## src/rtl/core/bra_pkg.sv

```systemverilog
// bra_pkg: shared types and constants for the bitmap run allocator
// used by the controller, the datapath and the top level
package bra_pkg;
	localparam logic [1:0] OP_READ  = 2'd0;
	localparam logic [1:0] OP_WRITE = 2'd1;
	localparam logic [1:0] OP_RANGE = 2'd2;
	localparam logic [1:0] OP_FIND  = 2'd3;

	typedef struct packed {
		logic [1:0]  op;
		logic [13:0] position;
		logic [14:0] range_end;
		logic        fill_bit;
		logic [14:0] run_length;
	} req_t;

	typedef struct packed {
		logic        read_bit;
		logic        found;
		logic [13:0] found_position;
	} rsp_t;

	// controller to datapath
	typedef struct packed {
		logic load;  // capture request, set up first word
		logic step;  // process current word, advance
	} cmd_t;

	// datapath to controller
	typedef struct packed {
		logic last;  // current step is the final one for this item
	} sts_t;
endpackage

```

## src/rtl/core/bra_ctrl.sv

```systemverilog
// bra_ctrl: controller for the bitmap run allocator
// sequences load, word steps and the output register; uses bra_pkg
module bra_ctrl (
	input  logic          clk,
	input  logic          arst_n,
	input  logic          in_valid,
	output logic          in_ready,
	output logic          out_valid,
	input  logic          out_ready,
	output bra_pkg::cmd_t cmd,
	input  bra_pkg::sts_t sts
);
	import bra_pkg::*;

	localparam logic [1:0] ST_IDLE = 2'd0;
	localparam logic [1:0] ST_READ = 2'd1;
	localparam logic [1:0] ST_RUN  = 2'd2;

	logic [1:0] state_q;
	logic       out_valid_q;
	logic       done;

	assign in_ready  = (state_q == ST_IDLE);
	assign cmd.load  = in_valid && in_ready;
	assign cmd.step  = (state_q == ST_RUN) && (!out_valid_q || out_ready);
	assign done      = cmd.step && sts.last;
	assign out_valid = out_valid_q;

	always_ff @(posedge clk or negedge arst_n) begin
		if (!arst_n) begin
			state_q     <= ST_IDLE;
			out_valid_q <= 1'b0;
		end else begin
			if (done)
				out_valid_q <= 1'b1;
			else if (out_ready)
				out_valid_q <= 1'b0;
			case (state_q)
				ST_IDLE: if (cmd.load) state_q <= ST_READ;
				ST_READ: state_q <= ST_RUN;
				ST_RUN:  if (done) state_q <= ST_IDLE;
				default: state_q <= ST_IDLE;
			endcase
		end
	end
endmodule

```

## config.mk

```make
export PLATFORM = sky130hd
export DESIGN_NAME = bra_ctrl
export DESIGN_NICKNAME = d
export VERILOG_FILES = /design/src/rtl/core/bra_pkg.sv /design/src/rtl/core/bra_ctrl.sv
export SDC_FILE = /design/constraint.sdc
export NUM_CORES = 1
export LEC_CHECK = 0
export BUFFER_PORTS_ARGS = -buffer_cell sky130_fd_sc_hd__buf_2
export CAP_MARGIN = 20
export CORE_AREA = 2 2 39 41
export CTS_CLUSTER_DIAMETER = 80
export DETAILED_ROUTE_END_ITERATION = 8
export DIE_AREA = 0 0 41 43
export PLACE_DENSITY = 0.39
export SLEW_MARGIN = 20
export SYNTH_ARGS = -nofsm -noshare
export SYNTH_HDL_FRONTEND = slang
export SYNTH_SLANG_ARGS = --single-unit
```

## constraint.sdc

```tcl
create_clock -name clk -period 1.8 [get_ports clk]
set_input_delay 0.27 -clock clk [delete_from_list [all_inputs] [get_ports clk]]
set_output_delay 0.27 -clock clk [all_outputs]
set_load 0.1 [all_outputs]
```

* Yosys cells after proc, flatten, opt, wreduce, memory -nomap -nowiden *
Index checks and enable logic that the tools add are counted.

word-level totals
  bits in registers = 3
  bits in latches = 0
  bits of input ports = 5
  memory bits (read-only) = 0
  memories kept = 0
  output and inout bits = 4
  RAM bits = 0

operators by class
  $add $sub $neg = 0
  eq/ne operators = 4
  $lt $le $gt $ge = 0
  $mul = 0
  div/mod/pow operators = 0
  reductions and logical operators = 8
  bitwise logic cells = 0
  shifts and indexed selects = 0
  mux-type cells = 5

operators by type and width
  cell                                                                   number
  2-bit one-hot mux with 3 select lines                                  1
  2-bit 2-to-1 mux                                                       2
  1-bit logical AND                                                      3
  2-bit by 1-bit equality test with 1-bit output, second input constant  1
  2-bit equality test, second input constant                             1
  2-bit logical NOT                                                      1
  1-bit 2-to-1 mux                                                       2
  2-bit by 1-bit != test with 1-bit output, second input constant        1
  2-bit != test, second input constant                                   1
  2-bit AND reduction                                                    1
  2-bit nonzero test                                                     1
  1-bit logical NOT                                                      1
  1-bit logical OR                                                       1

* Depth between registers and ports, before layout *
  depth after elaboration = 6
  depth in mapped cells = 2

* Worst setup path before layout *
Ideal clock, no wire load.

  path kind = flip-flop to output port
  from = reg state_q[1]
  to = out cmd[1] (netlist name)
  stages on the path, launching flop included = 3
  path slack = -1,099 ps
  arrival time = 2,629 ps
  buffers on the path = 0
  data required time = 1,530 ps
  cells stage by stage = dfrtp_1 -> nor2_1 -> and2_1

RTL lines
  item                    line            source
  from (decl)             bra_ctrl.sv:19  logic [1:0] state_q;
  from (signal assigned)  bra_ctrl.sv:31  state_q <= ST_IDLE;
  from (signal assigned)  bra_ctrl.sv:39  ST_IDLE: if (cmd.load) state_q <= ST_READ;
  from (signal assigned)  bra_ctrl.sv:40  ST_READ: state_q <= ST_RUN;
  to (decl)               bra_ctrl.sv:10  output bra_pkg::cmd_t cmd,

==> metrics <==
GRT Total Usage=0.05936; Post-Place Worst Slack=397.8 ps; drt wl/cell=8.537 µm; Clock Path Buffers=2; min Tclk post-route=1639 ps; die height=43 µm; outcome=finished, final reports clean; grt total ovfl=0; dpl cells=36; initial drt markers=1; Worst Path Class, Setup=flop to output pin; Inserted Clock Buffers=3; Min Hold Slack=244.5 ps; Max Cap Violations=0; root buf cell=clkbuf_4; # fillers=160; drt drc=0; fin. max-slew vios=0; syn_nets=17; Syn Area/Cell=11.16 µm²; CTS Hold Bufs=1; via count of the routed design=130; Chip Width=41 µm; WP data required=1530 ps; initial antenna violation count=0; CTS tree=done; row count=14; Hold/Removal Path Class=input pin to flop; area delta synth->final=79.44%; Finish-stage setup viols=0; routed vias/inst=3.171; Sink Count=3; layout cells sized above 1=0.5600; Diodes inserted=0; DR pass1 iterations=2; crit path DAT=1370 ps; number of global-route vias before repair=145; largest net degree at the start of global routing=6; Non-Filler Instances=41; Core Region=1384 µm²; final worst slack=161.4 ps; RePlAce Congestion=0.5832; Peak Freq=0.6103 GHz; Reg2Reg Setup Slack=990 ps; IO Pins=9; final count of hold timing violations=0; Max Clock Skew=0.09401 ps; Routed Antenna Nets=0; # H-tree levels=1; Worst Tran Pin Value=486.4 ps; #FFs+latches synth=3; PortBufs=8; first-pass GRT wire length=579 µm; Initial Util=0.09674; Synth Cell Area=133.9 µm²; unique cell type count in the Yosys netlist=9; Setup Fix Bufs, Post-CTS=0; RSZ-0062 raised after global routing=no; Final Cycle Share=0.9104; yosys warns=0; DIE AREA=1763 µm²; TNS Setup=0 ps; register area share after synthesis=0.5607; CTS clk-pin slew, worst paths=40 ps; CTS resizes=0; final WL=350 µm; Skew-Pair Late Insertion Delay=230 ps; Post-Synthesis Cells=12; Slew HR=0.6779; nets=31; Setup crit end kind=output pin; CP Max Fanout=5; Setup crit start kind=flop
-- synthesized netlist by cell type --
cell type  number  area (µm²)
a31oi_1         1       6.260
nand2b_1        1       6.260
nor2_1          1       3.750
nand3b_1        1       7.510
and3b_2         1       10.01
and2_1          2       12.51
dfrtp_1         3       75.07
xnor2_1         1       8.760
nand2_1         1       3.750
-- per-stage QoR --
step           area [µm²]  utilization
2_1_floorplan       143.9            -
3_3_place_gp        203.9       0.1474
3_5_place_dp        203.9       0.1474
4_1_cts             240.2       0.1736
5_1_grt             240.2       0.1736
6_report            240.2       0.1736
-- layout make-up --
type | instances | area (µm²) | share of cell area
clock buffer | 4 | 26.28 | 0.1094
multi-input combinational | 9 | 68.82 | 0.2865
sequential | 3 | 75.07 | 0.3125
tap | 16 | 20.02 | 0.08333
timing repair buffer | 9 | 50.05 | 0.2083
-- cell usage in the layout, fill, tap and decap left out --
master / netlist / layout
and3b_2: 1 / 1
clkbuf_1: 0 / 1
clkbuf_4: 0 / 3
dfrtp_1: 3 / 3
nand3b_1: 1 / 1
and2_1: 2 / 1
xnor2_1: 1 / 1
buf_2: 0 / 8
nand2b_1: 1 / 1
nor2_4: 0 / 1
dlygate4sd3_1: 0 / 1
nand2_1: 1 / 1
and2_4: 0 / 1
a31oi_1: 1 / 1
-- routing by layer --
layer,track usage,up-vias,part of all wire
met5,0,-,0
met4,0.06000,0,0
met3,0.06283,0,0.17
met2,0.04688,11,0.31
met1,0.07443,53,0.51
li1,-,66,-
-- registers in the layout (all words and copies together) (netlist names) --
register / cells
out_valid: 1
state_q: 2
-- critical path, stage by stage, from the launching register on --
cell	delay, ps
dfrtp_1	440
nor2_4	140
and2_4	140
buf_2	410
-- kinds of logic (layout without fill, tap and decap cells) --
| family | count (synthesis) | in the layout | synth area share |
|---|---|---|---|
| simple gates | 7 | 7 | 0.3271 |
| flops | 3 | 3 | 0.5607 |
| compound gates | 1 | 1 | 0.04676 |
| xor+xnor | 1 | 1 | 0.06543 |
| buf+inv | 0 | 13 | 0 |
-- final timing paths --
path | cells after the start | endpoint | start
min in group asynchronous | 2 | state_q[1]$_DFFE_PN0P_ | arst_n
setup reg to reg | 2 | state_q[1]$_DFFE_PN0P_ | state_q[1]$_DFFE_PN0P_
hold reg to reg | 2 | out_valid$_DFFE_PN0P_ | out_valid$_DFFE_PN0P_
max in group asynchronous | 2 | state_q[0]$_DFFE_PN0P_ | arst_n
hold / removal | 2 | state_q[1]$_DFFE_PN0P_ | sts
setup / recovery | 3 | cmd[1] | state_q[1]$_DFFE_PN0P_
Power is not shown: default switching activity piles up to over one toggle a cycle in this logic, so the estimate is an artifact.
